## config.mk

```make
export PLATFORM = sky130hd
export DESIGN_NAME = calendar_date_stepper_unit
export DESIGN_NICKNAME = d
export VERILOG_FILES = /design/src/rtl/core/cds_pkg.sv /design/src/rtl/core/cds_step.sv /design/src/rtl/core/cds_weekday.sv /design/src/rtl/core/calendar_date_stepper_unit.sv
export SDC_FILE = /design/constraint.sdc
export NUM_CORES = 1
export LEC_CHECK = 0
export BUFFER_PORTS_ARGS = -buffer_cell sky130_fd_sc_hd__buf_4
export CAP_MARGIN = 15
export CORE_UTILIZATION = 30
export CTS_CLUSTER_SIZE = 24
export DETAILED_ROUTE_END_ITERATION = 6
export PLACE_DENSITY = 0.55
export SYNTH_ARGS = -nofsm -noshare
export SYNTH_HDL_FRONTEND = slang
export SYNTH_SLANG_ARGS = --single-unit
```

## constraint.sdc

```tcl
create_clock -name i_clk -period 41.2 [get_ports i_clk]
set_input_delay 4.12 -clock i_clk [delete_from_list [all_inputs] [get_ports i_clk]]
set_output_delay 4.12 -clock i_clk [all_outputs]
set_load 0.01 [all_outputs]
```

## src/rtl/core/cds_pkg.sv

```systemverilog
`timescale 1ns / 1ps

package cds_pkg;

    localparam int DAY_W   = 5;
    localparam int MONTH_W = 4;
    localparam int YEAR_W  = 13;
    localparam int KIND_W  = 3;
    localparam int WDAY_W  = 3;

    localparam logic [KIND_W-1:0] KIND_LOAD      = 3'd0;
    localparam logic [KIND_W-1:0] KIND_NEXT_DAY  = 3'd1;
    localparam logic [KIND_W-1:0] KIND_PREV_DAY  = 3'd2;
    localparam logic [KIND_W-1:0] KIND_NEXT_WEEK = 3'd3;
    localparam logic [KIND_W-1:0] KIND_PREV_WEEK = 3'd4;

    localparam logic [YEAR_W-1:0] YEAR_MIN = 13'd1501;
    localparam logic [YEAR_W-1:0] YEAR_MAX = 13'd4999;

    typedef struct packed {
        logic [DAY_W-1:0]   day;
        logic [MONTH_W-1:0] month;
        logic [YEAR_W-1:0]  year;
    } t_date;

    // Quotient by 25 for values up to 1249: multiply by 1311 / 2^15.
    function automatic logic [5:0] div25(input logic [10:0] q);
        logic [21:0] p;
        p = 22'(q) * 22'd1311;
        return p[20:15];
    endfunction

    function automatic logic is_leap(input logic [YEAR_W-1:0] y);
        logic [10:0] q4;
        logic [10:0] q16;
        logic [10:0] b4;
        logic [10:0] b16;
        logic        by100;
        logic        by400;
        q4    = y[12:2];
        q16   = {2'b00, y[12:4]};
        b4    = 11'(div25(q4)) * 11'd25;
        b16   = 11'(div25(q16)) * 11'd25;
        by100 = (y[1:0] == 2'b00) && (b4 == q4);
        by400 = (y[3:0] == 4'b0000) && (b16 == q16);
        return ((y[1:0] == 2'b00) && !by100) || by400;
    endfunction

    function automatic logic [DAY_W-1:0] month_len(input logic [MONTH_W-1:0] m,
                                                   input logic leap);
        logic [DAY_W-1:0] len;
        unique case (m)
            4'd1, 4'd3, 4'd5, 4'd7, 4'd8, 4'd10, 4'd12: len = 5'd31;
            4'd4, 4'd6, 4'd9, 4'd11:                    len = 5'd30;
            4'd2:                                       len = leap ? 5'd29 : 5'd28;
            default:                                    len = 5'd0;
        endcase
        return len;
    endfunction

endpackage

```

## src/rtl/core/cds_step.sv

```systemverilog
`timescale 1ns / 1ps

module cds_step (
    input  cds_pkg::t_date             i_cur,
    input  logic [cds_pkg::KIND_W-1:0] i_kind,
    input  cds_pkg::t_date             i_load,
    output cds_pkg::t_date             o_next,
    output logic                       o_rej
);
    import cds_pkg::*;

    logic             leap_cur;
    logic             leap_load;
    logic [DAY_W-1:0] len;
    logic [DAY_W-1:0] plen;
    logic [DAY_W-1:0] load_len;
    logic [DAY_W-1:0] stp;
    logic [DAY_W:0]   fwd;
    t_date            cand;
    logic             load_ok;
    logic             rej;

    assign leap_cur  = is_leap(i_cur.year);
    assign leap_load = is_leap(i_load.year);
    assign len       = month_len(i_cur.month, leap_cur);
    assign plen      = month_len(i_cur.month - 4'd1, leap_cur);
    assign load_len  = month_len(i_load.month, leap_load);

    assign stp = ((i_kind == KIND_NEXT_DAY) || (i_kind == KIND_PREV_DAY)) ? 5'd1 : 5'd7;
    assign fwd = {1'b0, i_cur.day} + {1'b0, stp};

    assign load_ok = (i_load.year >= YEAR_MIN) && (i_load.year <= YEAR_MAX) &&
                     (i_load.day != 5'd0) && (i_load.day <= load_len);

    always_comb begin
        cand = i_cur;
        rej  = 1'b0;
        unique case (i_kind)
            KIND_LOAD: begin
                if (load_ok) begin
                    cand = i_load;
                end else begin
                    rej = 1'b1;
                end
            end
            KIND_NEXT_DAY, KIND_NEXT_WEEK: begin
                if (fwd <= {1'b0, len}) begin
                    cand.day = fwd[DAY_W-1:0];
                end else begin
                    cand.day = DAY_W'(fwd - {1'b0, len});
                    if (i_cur.month < 4'd12) begin
                        cand.month = i_cur.month + 4'd1;
                    end else begin
                        cand.month = 4'd1;
                        cand.year  = i_cur.year + 13'd1;
                    end
                end
            end
            KIND_PREV_DAY, KIND_PREV_WEEK: begin
                if (i_cur.day > stp) begin
                    cand.day = i_cur.day - stp;
                end else if (i_cur.month > 4'd1) begin
                    cand.month = i_cur.month - 4'd1;
                    cand.day   = DAY_W'({1'b0, i_cur.day} + {1'b0, plen} - {1'b0, stp});
                end else begin
                    // December of the year before always has 31 days
                    cand.month = 4'd12;
                    cand.year  = i_cur.year - 13'd1;
                    cand.day   = DAY_W'({1'b0, i_cur.day} + 6'd31 - {1'b0, stp});
                end
            end
            default: begin
                cand = i_cur;
            end
        endcase
        if ((cand.year < YEAR_MIN) || (cand.year > YEAR_MAX)) begin
            rej = 1'b1;
        end
    end

    assign o_next = rej ? i_cur : cand;
    assign o_rej  = rej;

endmodule

```

## src/rtl/core/cds_weekday.sv

```systemverilog
`timescale 1ns / 1ps

module cds_weekday (
    input  cds_pkg::t_date             i_date,
    output logic [cds_pkg::WDAY_W-1:0] o_weekday
);
    import cds_pkg::*;

    // 23*m/9 for months 1..12
    function automatic logic [4:0] month_term(input logic [MONTH_W-1:0] m);
        logic [4:0] t;
        unique case (m)
            4'd1:    t = 5'd2;
            4'd2:    t = 5'd5;
            4'd3:    t = 5'd7;
            4'd4:    t = 5'd10;
            4'd5:    t = 5'd12;
            4'd6:    t = 5'd15;
            4'd7:    t = 5'd17;
            4'd8:    t = 5'd20;
            4'd9:    t = 5'd23;
            4'd10:   t = 5'd25;
            4'd11:   t = 5'd28;
            4'd12:   t = 5'd30;
            default: t = 5'd0;
        endcase
        return t;
    endfunction

    logic              early;
    logic [YEAR_W-1:0] yy;
    logic [10:0]       q4;
    logic [5:0]        q100;
    logic [5:0]        q400;
    logic [14:0]       tot;
    logic [5:0]        fold1;
    logic [3:0]        fold2;
    logic [2:0]        a;

    assign early = (i_date.month < 4'd3);
    assign yy    = early ? (i_date.year - 13'd1) : i_date.year;
    assign q4    = yy[12:2];
    assign q100  = div25(q4);
    assign q400  = div25({2'b00, yy[12:4]});

    // Sum stays non-negative for every year in range
    assign tot = 15'(month_term(i_date.month)) + 15'(i_date.day) + 15'(i_date.year)
               + 15'd4 + 15'(q4) + 15'(q400) - 15'(q100)
               - (early ? 15'd0 : 15'd2);

    // Reduce mod 7 by summing octal digits (8 = 1 mod 7)
    assign fold1 = 6'(tot[2:0]) + 6'(tot[5:3]) + 6'(tot[8:6])
                 + 6'(tot[11:9]) + 6'(tot[14:12]);
    assign fold2 = 4'(fold1[2:0]) + 4'(fold1[5:3]);
    assign a     = (fold2 >= 4'd7) ? 3'(fold2 - 4'd7) : fold2[2:0];

    // Move Sunday from 0 to 6
    assign o_weekday = (a == 3'd0) ? 3'd6 : a - 3'd1;

endmodule

```

## src/rtl/core/calendar_date_stepper_unit.sv

```systemverilog
// Path from input transaction to result: input, date and output registers.
// Throughput: one transaction per cycle while the master side accepts; the date register can advance every cycle.
// Backpressure on the master side propagates to o_s_tready through the stage enables.
// Reset (synchronous, i_rst_n low) empties all stages and sets the date to 1 January 2000.
`timescale 1ns / 1ps

module calendar_date_stepper_unit (
    input  logic        i_clk,
    input  logic        i_rst_n,
    input  logic        i_s_tvalid,
    output logic        o_s_tready,
    input  logic [23:0] i_s_tdata,  // new_day[4:0], new_month[8:5], new_year[21:9], zero
    input  logic [2:0]  i_s_tuser,  // kind[2:0]
    output logic        o_m_tvalid,
    input  logic        i_m_tready,
    output logic [31:0] o_m_tdata,  // out_day[4:0], out_month[8:5], out_year[21:9],
                                    // out_weekday[24:22], zero
    output logic [0:0]  o_m_tuser   // rejected[0]
);
    import cds_pkg::*;

    // Stage enables: a stage advances when it is empty or the next one advances
    logic adv_in;
    logic adv_mid;
    logic adv_out;

    // Input register
    logic              r_in_vld;
    logic [KIND_W-1:0] r_in_kind;
    t_date             r_in_load;

    // Held date and the date stage
    t_date r_cur;
    logic  r_mid_vld;
    t_date r_mid_date;
    logic  r_mid_rej;

    // Output register
    logic              r_out_vld;
    t_date             r_out_date;
    logic [WDAY_W-1:0] r_out_wday;
    logic              r_out_rej;

    t_date             n_cur;
    logic              n_rej;
    logic [WDAY_W-1:0] n_wday;
    t_date             s_load;

    assign adv_out = !r_out_vld || i_m_tready;
    assign adv_mid = !r_mid_vld || adv_out;
    assign adv_in  = !r_in_vld  || adv_mid;

    assign o_s_tready = adv_in;

    assign s_load.day   = i_s_tdata[4:0];
    assign s_load.month = i_s_tdata[8:5];
    assign s_load.year  = i_s_tdata[21:9];

    // Capture the transaction; payload holds while the stage is stalled
    always_ff @(posedge i_clk) begin
        if (!i_rst_n) begin
            r_in_vld <= 1'b0;
        end else if (adv_in) begin
            r_in_vld <= i_s_tvalid;
        end
        if (adv_in && i_s_tvalid) begin
            r_in_kind <= i_s_tuser;
            r_in_load <= s_load;
        end
    end

    // Step the held date; a refused step or load keeps the date
    cds_step u_step (
        .i_cur  (r_cur),
        .i_kind (r_in_kind),
        .i_load (r_in_load),
        .o_next (n_cur),
        .o_rej  (n_rej)
    );

    always_ff @(posedge i_clk) begin
        if (!i_rst_n) begin
            r_mid_vld   <= 1'b0;
            r_cur.day   <= 5'd1;
            r_cur.month <= 4'd1;
            r_cur.year  <= 13'd2000;
        end else if (adv_mid) begin
            r_mid_vld <= r_in_vld;
            if (r_in_vld) begin
                r_cur <= n_cur;
            end
        end
        if (adv_mid && r_in_vld) begin
            r_mid_date <= n_cur;
            r_mid_rej  <= n_rej;
        end
    end

    // Weekday of the stepped date
    cds_weekday u_weekday (
        .i_date    (r_mid_date),
        .o_weekday (n_wday)
    );

    always_ff @(posedge i_clk) begin
        if (!i_rst_n) begin
            r_out_vld <= 1'b0;
        end else if (adv_out) begin
            r_out_vld <= r_mid_vld;
        end
        if (adv_out && r_mid_vld) begin
            r_out_date <= r_mid_date;
            r_out_wday <= n_wday;
            r_out_rej  <= r_mid_rej;
        end
    end

    assign o_m_tvalid = r_out_vld;
    assign o_m_tdata  = {7'd0, r_out_wday, r_out_date.year, r_out_date.month, r_out_date.day};
    assign o_m_tuser  = r_out_rej;

endmodule

```

* Yosys cells after proc, flatten, opt, wreduce, memory -nomap -nowiden
Memory sizes are Yosys's and may differ from the RTL's. A register that Yosys moved wholly into a read port is not among the register bits.
Cells that the tools add are included.
** Word-level totals
- Bits in registers :: 99
- Memories kept :: 1
- Memory bits (read-only) :: 80
- Word-level logic and storage cells :: 175
- Bits of input ports :: 31
** Operators by class
- $mul :: 10
- $add $sub $neg :: 26
- Order comparisons :: 11
- Equality and inequality tests :: 44
- Muxes and demuxes :: 24
- Reduce and logical (&&, ||, !) cells :: 40
** Memories
- (name not given) :: depth 16, bits a word 5, read ports 1, clocked after memory_dff 1, wr ports 0, line cds_weekday.sv:12 : unique case (m)
** Operators by type and width (number)
- $pmux W22 S3 :: 1
- $mul A11 B11 Y21 const B :: 3
- $eq A4 B4 Y1 const B :: 15
- $mul A9 B11 Y20 const B :: 3
- $eq A4 B3 Y1 const B :: 12
- $pmux W5 S3 :: 3
- $mux W22 :: 2
- $mux W13 :: 3
- $mux W17 :: 2
- $sub A13 B1 Y13 const B :: 2
- $eq A4 B2 Y1 const B :: 6
- $eq A11 B11 Y1 :: 2
- $mul A6 B5 Y11 const B :: 2
- $reduce_or A7 Y1 :: 3
- $eq A10 B9 Y1 :: 2
- $mul A5 B5 Y10 const B :: 2
- $sub A5 B5 Y5 :: 4
- $add A6 B3 Y6 :: 3
- $add A15 B11 Y15 :: 1
- $add A15 B13 Y15 :: 1
- $add A15 B3 Y15 const B :: 1
- $add A15 B5 Y15 :: 1
- $sub A15 B15 Y15 :: 1
- $sub A15 B6 Y15 :: 1
- other kinds (41) :: 79

* Depth between registers and ports, before layout
Gate-level depths: netlist (run 1).
- Depth in word-level cells :: 19
- Depth in mapped cells :: 69
- Gate-level depth less buffers :: 66

* Hierarchy
A second synthesis (run 1) with hierarchy kept.
** Second synthesis, totals
- Cell total of the unflattened synthesis :: 2276
- Area, all modules :: 21622.0 sq um
** By module, submodules not included
- cds_step :: seq. area each 0.0 sq um, area an instance 12408.2 sq um, cells an instance 1431, times used 1
- cds_weekday :: seq. area each 0.0 sq um, area an instance 5910.7 sq um, cells an instance 653, times used 1
- calendar_date_stepper_unit :: seq. area each 2722.6 sq um, area an instance 3303.2 sq um, cells an instance 192, times used 1

* Worst setup path before layout (run 1)
Ideal clock, no wire load.
- Path kind :: reg-to-reg
- From :: reg r_mid_date[16] in the netlist's numbering
- To :: reg r_out_wday[0], data pin
- Setup time :: 0.260 ns
- Clock period less this slack :: 14.328 ns
- Buffers on the path :: 2
- Stages on the path, launching flop included :: 64
- Path slack :: 26.872 ns
- Arrival time :: 14.068 ns
- Cells stage by stage :: edfxtp_1 a211o_1 nor3_1 nand2_1 nor3_1 nand2b_1 clkbuf_1 or3_1 nand2b_1 clkbuf_1 nor2_1 nand2_1 nor2_1 xnor2_1 ha_1 inv_1 ha_1 a211oi_2 (+28 left out) o21ai_0 nand2b_1 xor2_1 fa_1 fa_1 ha_1 fa_1 xor2_1 ha_1 fa_1 ha_1 a21oi_1 mux2i_1 ha_1 o21ai_0 a22o_1 nand2_1 o31ai_1
** On the way
- Word-level cells in the longest chain between the ends :: 14
** RTL lines
- start: declaration :: line calendar_date_stepper_unit.sv:35 : t_date r_mid_date;
- start signal: assignment :: line calendar_date_stepper_unit.sv:94 : r_mid_date <= n_cur;
- $lt A4 B2 Y1 (*) :: line cds_weekday.sv:40 : assign early = (i_date.month < 4'd3);
- $mux W13 :: line cds_weekday.sv:41 : assign yy = early ? (i_date.year - 13'd1) : i_date.year;
- $mul A9 B11 Y20 / $add A15 B11 Y15 (equally long branches) :: line cds_pkg.sv:29, cds_weekday.sv:48
- $add A15 B5 Y15 :: line cds_weekday.sv:48 : + 15'd4 + 15'(q4) + 15'(q400) - 15'(q100)
- $sub A15 B6 Y15 :: line cds_weekday.sv:48
- $sub A15 B15 Y15 (*) :: line cds_weekday.sv:49 : - (early ? 15'd0 : 15'd2);
- $add A3 B3 Y4 :: line cds_weekday.sv:52 : assign fold1 = 6'(tot[2:0]) + 6'(tot[5:3]) + 6'(tot[8:6])
- $add A6 B3 Y6 :: line cds_weekday.sv:52
- $add A6 B3 Y6 :: line cds_weekday.sv:53 : + 6'(tot[11:9]) + 6'(tot[14:12]);
- $add A6 B3 Y6 (*) :: line cds_weekday.sv:53
- $add A3 B3 Y4 (*) :: line cds_weekday.sv:54 : assign fold2 = 4'(fold1[2:0]) + 4'(fold1[5:3]);
- $ge A4 B3 Y1 / $sub A3 B3 Y3 (equally long branches) :: line cds_weekday.sv:55 : assign a = (fold2 >= 4'd7) ? 3'(fold2 - 4'd7) : fold2[2:0];
- $mux W3 (*) :: line cds_weekday.sv:55
- $sub A3 B1 Y3 / $logic_not A3 Y1 (equally long branches) :: line cds_weekday.sv:58 : assign o_weekday = (a == 3'd0) ? 3'd6 : a - 3'd1;
- end signal: assignment :: line calendar_date_stepper_unit.sv:113 : r_out_wday <= n_wday;
- end: declaration :: line calendar_date_stepper_unit.sv:41 : logic [WDAY_W-1:0] r_out_wday;
Mark *: on every way between the ends. The rest lies on a longest branch, timed or not.
A chain may end at the register's enable or synchronous reset.

* Final worst setup path (run 1)
Same ends and word-level chain as after synthesis.

==> results of run 1 <==
-- layout make-up --
| type | instances | area share (%) |
|---|---|---|
| Tap cell | 950 | 5.00 |
| Timing Repair Buffer | 90 | 2.84 |
| Multi-Input combinational cell | 1686 | 71.4 |
| Sequential cell | 104 | 11.9 |
| Clock inverter | 7 | 0.431 |
| Clock buffer | 9 | 0.947 |
| Inverter | 478 | 7.54 |
-- critical path: cells and delay by family, from the launching register on --
| kind | cells | cell delay [ns] |
|---|---|---|
| simple gates | 14 | 2.92 |
| buf+inv | 5 | 0.43 |
| fa+ha+maj | 19 | 7.18 |
| compound gates | 16 | 3.17 |
| mux | 1 | 0.28 |
| flops | 1 | 0.49 |
| xor+xnor | 6 | 1.14 |
-- synth_stat cells, drive strengths merged (13+ instances only) --
master	count
ha	538
inv	478
fa	195
xnor2	116
a21oi	102
nor2	90
nand2	86
edfxtp	74
o21ai	62
a21o	49
clkbuf	42
xor2	42
dfxtp	30
nor3	30
o21a	23
nand2b	21
nand3	20
nor2b	20
o211ai	20
a31oi	17
buf	17
mux2i	17
nand4	16
o21bai	14
and3	13
-- worst max path at each step --
stage | startpoint | end | slack [ns] | depth (start not counted)
6_report | r_mid_date[16] | r_out_wday[0] | 25.32 | 61
5_1_grt | r_mid_date[16] | r_out_wday[0] | 23.98 | 65
4_1_cts | r_mid_date[16] | r_out_wday[0] | 25.21 | 61
3_5_place_dp | r_mid_date[16] | r_out_wday[0] | 25.27 | 61
3_3_place_gp | r_mid_date[16] | r_out_wday[0] | 25.46 | 61
2_1_floorplan | r_mid_date[16] | r_out_wday[0] | 26.87 | 63
-- state kept, by name (all words and copies together) (netlist names), named ones only --
name / flops
r_mid_date: 22
r_in_kind: 3
r_cur: 22
r_mid_rej: 1
r_out_wday: 3
o_m_tdata: 22
r_in_load: 22
o_m_tuser: 1
o_m_tvalid: 1
r_in_vld: 1
r_mid_vld: 1
-- through the flow --
| stage | std cells | setup WS [ns] |
|---|---|---|
| floorplan | 2327 | 26.87 |
| global placement | 3308 | 25.46 |
| detailed placement | 3308 | 25.27 |
| CTS | 3324 | 25.21 |
| global route | 3324 | 23.98 |
| finish | 3324 | 25.32 |
-- cells by family (layout without fill, tap and decap cells) --
kind of cell,Yosys count,after routing,share of synthesized area [%]
compound gates,398,398,12.5
other cells,1,7,0.0172
fa+ha+maj,734,734,48.8
buf+inv,537,584,9.41
simple gates,364,364,8.50
xor+xnor,161,161,6.66
mux,22,22,1.11
flops,104,104,12.9
-- per-layer routing --
metal | routed length, um | GRT usage (%) | vias to the layer above
li1 | - | - | 7905
met2 | 26400 | 26.7 | 251
met3 | 1530 | 1.08 | 52
met4 | 941 | 3.27 | 0
met1 | 24400 | 19.1 | 7798
met5 | 0 | 0 | -
==> summary.md, run 1 <==
| Metric | Value |
|---|---|
| Clock transition at the registers of the reported paths | 0.09 ns |
| Max-cap violations | 0 |
| Reg-to-Reg End | r_out_wday[0] |
| CP max-delay cell | fa_1 |
| Initial antenna violation count | 0 |
| Crit-path max cell delay | 0.55 ns |
| Boundary pin count | 66 |
| Htree depth | 3 |
| TritonCTS Sinks | 104 |
| Largest net degree at the start of global routing | 41 |
| N_diodes | 0 |
| DRT iter0 DRCs | 811 |
| HP Class | flip-flop to flip-flop |
| Worst EP required | 41.33 ns |
| Fill cell instance count of the final layout | 7344 |
| Most used DFF post-synth | edfxtp_1 |
| Crit end category | flip-flop |
| Footprint of the multi-input gates | 0.0170 sq mm |
| Largest area contributor in the netlist | ha_1 |
| CP Max Fanout | 8 |
| Setup bufs post-CTS | 0 |
| R2R Setup Slk | 25.32 ns |
| Status | completed |
| Gate count of the mapped netlist | 2321 |
| Final nets | 3133 |
| Startpoint types | flip-flop |
| Reg2Reg Depth | 61 |
| Worst Hold End | o_m_tdata[0] |
| Routed Wire Length | 53200 um |
| Peak Freq | 63.0 MHz |
| Final Core Density | 33.2% |
| Commonest cells after routing, fill and taps aside | ha_1, inv_1, fa_1, xnor2_1, a21oi_1 |
| Synth cell types | 85 |
| Worst Skew | 0.0154 ns |
| Final Setup Violations | 0 |
| CTS Hold Bufs | 0 |
| Sequential Area | 0.00282 sq mm |
| R2r startpoint | r_mid_date[16] |
| CTS tree | done |
| Part of the Yosys area used for sequential elements | 12.9% |
| Hold slack | 0.486 ns |
| Mean area per synthesized cell | 9.39 sq um |
| Slew margin rel. | 22.9% |
| Asr flop ratio synth | 0% |
| Unrepaired setup endpoints after global routing | no |
| Vias in the first global route | 17000 |
| Site Rows | 98 |
| Fin crit period | 15.88 ns |
| CTS Buf Count | 9 |
| Initial core utilization | 30.4% |
| Post-synth EDFFs | 74 |
| Crit path kind | flip-flop to flip-flop |
| WP data arrival | 16.01 ns |
| Layout cells sized above 1 | 5.73% |
| Area of the mapped netlist | 0.0218 sq mm |
| Die Ht | 272 um |
| GR Overflow Total | 0 |
| Clk buf depth | 2 |
| Gr usage total | 14.8% |
| Die W | 272 um |
| Final worst-path cycle share | 38.6% |
| Dpl hpwl | 44300 um |
| Root Driver | clkbuf_16 |
| Placed cell areas | 0.0235 sq mm |
| Hold_sp | r_mid_date[17] |
| Wire per inst | 16.0 um |
| Most common cell after layout, fill and taps aside | ha_1 |
| WHS Path Cells | 0 |
| Core area | 0.0717 sq mm |
| Gates resized, CTS repair | 0 |
| Fin. Hold Viols | 0 |
| Via/cell ratio | 4.82 |
| Port buffer count | 56 |
| Drc violations | 0 |
| Clk_lat worst skew | 0.38 ns |
| DIE AREA | 0.0737 sq mm |
| First-pass GRT wire length | 88400 um |
| Synth area leaders | ha_1, fa_1, edfxtp_1 |
| Area share of the largest cell type after synthesis | 30.9% |
| Design area | 0.0238 sq mm |
| Routability Congestion | 0.876 |
| Pins Over Slew Limit | 0 |
| Yosys warns | 0 |
| Crit-path most repeated cell | fa_1 |
| Via count | 16000 |
| Tightest Pin Transition | 1.16 ns |
| Area growth syn-to-layout | 9.09% |
| ANT nets after route | 0 |
| Post-synthesis register bit count | 104 |
| Router iterations before antenna repair | 5 |
| Fin Setup TNS | 0 ns |
Power of run 1 is not shown: default switching activity piles up to over one toggle a cycle in this logic, so the estimate is an artifact.
==> run 2: changes to the inputs <==
- ABC_AREA: unset -> 1
- PLACE_DENSITY: 0.55 -> 0.57
- clock period: 41.2 -> 13.06 ns (I/O delays scaled with it)
==> run 2 against run 1 <==
Net effect:
- wire length down 0.56%
- worst setup slack got worse by 25 ns
- highest routed layer is now met5
- hold slack lost 0.0069 ns
- critical path depth decreased by 2
- via count rose by 9.8%
- first-iteration DRC count increased by 4.4%
==> summary.md, run 2 <==
| Metric | Value |
|---|---|
| Placed cell areas | 0.0247 sq mm (+5.5%) |
| Crit end category | flip-flop |
| DIE AREA | 0.0768 sq mm (+4.1%) |
| Worst EP required | 13.21 ns (-28.12 ns) |
| Fin. Hold Viols | 0 (unchanged) |
| Synth area leaders | ha_1, fa_1, inv_1 |
| CP bufs+invs | 12 (+7) |
| Largest net degree at the start of global routing | 47 (+15%) |
| Most common cell after layout, fill and taps aside | inv_1 |
| WP data arrival | 12.87 ns (-3.14 ns) |
| TritonCTS Sinks | 104 (unchanged) |
| Final worst-path cycle share | 97.3% (+59 points) |
| Clock transition at the registers of the reported paths | 0.09 ns (about the same) |
| Yosys warns | 0 (unchanged) |
| Initial antenna violation count | 1 (+1) |
| CTS Hold Bufs | 0 (unchanged) |
| Mean area per synthesized cell | 8.21 sq um (-13%) |
| CP max-delay cell | fa_2 |
| First-pass GRT wire length | 88800 um (+0.49%) |
| Crit-path leading delay family | adder cells |
| Top-count cell post-synth | inv_1 |
| Hold slack | 0.479 ns (-0.00691 ns) |
| Max-cap violations | 0 (unchanged) |
| Routed Wire Length | 52900 um (-0.56%) |
| Unrepaired setup endpoints after global routing | yes |
| DRT iter0 DRCs | 847 (+4.4%) |
| Clk buf depth | 2 (unchanged) |
| Gr usage total | 14.2% (-0.64 points) |
| Vias in the first global route | 17500 (+3.1%) |
| Port buffer count | 56 (unchanged) |
| Slew margin rel. | 28.2% (+5.3 points) |
| Layout cells sized above 1 | 11.5% (+5.8 points) |
| Post-synthesis register bit count | 104 (unchanged) |
| R2R Setup Slk | 0.35 ns (-24.97 ns) |
| Root Driver | clkbuf_16 |
| Dpl hpwl | 44100 um (-0.34%) |
| Asr flop ratio synth | 0% (unchanged) |
| Boundary pin count | 66 (unchanged) |
| Drc violations | 0 (unchanged) |
| Initial core utilization | 30.4% (about the same) |
| Clk_lat worst skew | 0.38 ns (about the same) |
| N_diodes | 0 (unchanged) |
| Status | completed |
| Commonest cells after routing, fill and taps aside | inv_1, ha_1, nand2_1, fa_1, buf_4 |
| Area share of the largest cell type after synthesis | 29.7% (-1.2 points) |
| CTS tree | done |
| CTS Buf Count | 9 (unchanged) |
| Design area | 0.0256 sq mm (+7.5%) |
| Router iterations before antenna repair | 6 (+1) |
| Routability Congestion | 0.873 (-0.29%) |
| Area of the mapped netlist | 0.0227 sq mm (+4.1%) |
| Gate count of the mapped netlist | 2764 (+19%) |
| Most used DFF post-synth | edfxtp_1 |
| Synth cell types | 62 (-27%) |
| Via/cell ratio | 4.55 (-5.6%) |
| Startpoint types | flip-flop |
| Post-synth top cells | inv_1, ha_1, nand2_1 |
| Crit-path max cell delay | 0.58 ns (+0.03 ns) |
| Htree depth | 3 (unchanged) |
| Largest area contributor in the netlist | ha_1 |
| Worst Skew | 0.0125 ns (-0.00294 ns) |
| GR Overflow Total | 0 (unchanged) |
| CP Max Fanout | 3 (-5) |
| Core area | 0.0747 sq mm (+4.1%) |
| HP Class | flip-flop to flip-flop |
| Area growth syn-to-layout | 12.7% |
| Tightest Pin Transition | 1.07 ns (-0.0830 ns) |
| ANT nets after route | 0 (unchanged) |
| Peak Freq | 78.7 MHz (+25%) |
| Wire per inst | 13.7 um (-14%) |
| Crit-path most repeated cell | fa_1 |
| Part of the Yosys area used for sequential elements | 12.4% (-0.52 points) |
| Die W | 277 um (+2.0%) |
| Post-synth EDFFs | 74 (unchanged) |
| Final nets | 3655 (+17%) |
| Die Ht | 277 um (+2.0%) |
| Pins Over Slew Limit | 0 (unchanged) |
| Site Rows | 100 (+2.0%) |
| Crit path kind | flip-flop to flip-flop |
| Fin crit period | 12.71 ns (-3.17 ns) |
| Via count | 17600 (+9.8%) |
| Final Setup Violations | 0 (unchanged) |
[run 2: logic make-up after synthesis]
logic type,Yosys count,share of synthesized area [%]
AO/OA/AOI/OAI,339,8.73
XOR/XNOR,126,4.86
adder cells (fa/ha/maj),733,46.8
buffers and inverters,677,11.7
flip-flops,104,12.4
multiplexers,1,0.0441
other,1,0.0165
AND/OR/NAND/NOR,783,15.4
[run 2: routing by layer]
metal  share of wire [%]  up-vias  global-route usage [%]  wire length [um]
li1                    -     9089                       -                 -
met1                  48     8214                    18.8             25100
met2                  49      239                    25.3             25900
met3                 2.8       25                    1.26              1500
met4                0.74        2                    1.87               389
met5               0.038        -                       0                20
[run 2: metrics by stage]
| step | utilization, % | std cells | setup TNS [ns] | setup WS (ns) |
|---|---|---|---|---|
| finish | 34.2 | 3865 | 0 | 0.349 |
| global route | 34.2 | 3865 | -0.938 | -0.360 |
| CTS | 33.7 | 3855 | 0 | 0.0213 |
| detailed placement | 33.1 | 3836 | -0.709 | -0.296 |
| global placement | 33.1 | 3836 | -0.492 | -0.210 |
| floorplan | - | 2770 | 0 | 0.171 |
[run 2: worst paths after layout]
kind	from	to	cells after the start
hold reg to reg	r_mid_date[19]	o_m_tdata[2]	0
hold / removal	r_mid_date[19]	o_m_tdata[2]	0
setup reg to reg	r_mid_date[14]	r_out_wday[0]	59
setup / recovery	r_mid_date[14]	r_out_wday[0]	59
[run 2: layout make-up]
cell class | count | area (sq um)
clock inverter | 6 | 67.6
clock buffer | 10 | 250
fill | 7783 | 49100
inverter | 631 | 2380
sequential | 104 | 2820
multi-input combinational | 1989 | 17600
timing repair buffer | 156 | 1200
tap | 969 | 1210
[run 2: timing repair]
item	4_1_cts	5_1_grt
gates resized for setup	18	75
pin swaps	14	64
setup buffers	3	9
setup endpoints to repair	3	3
hold endpoints to repair	0	0
Power of run 2 is left out for the same reason.
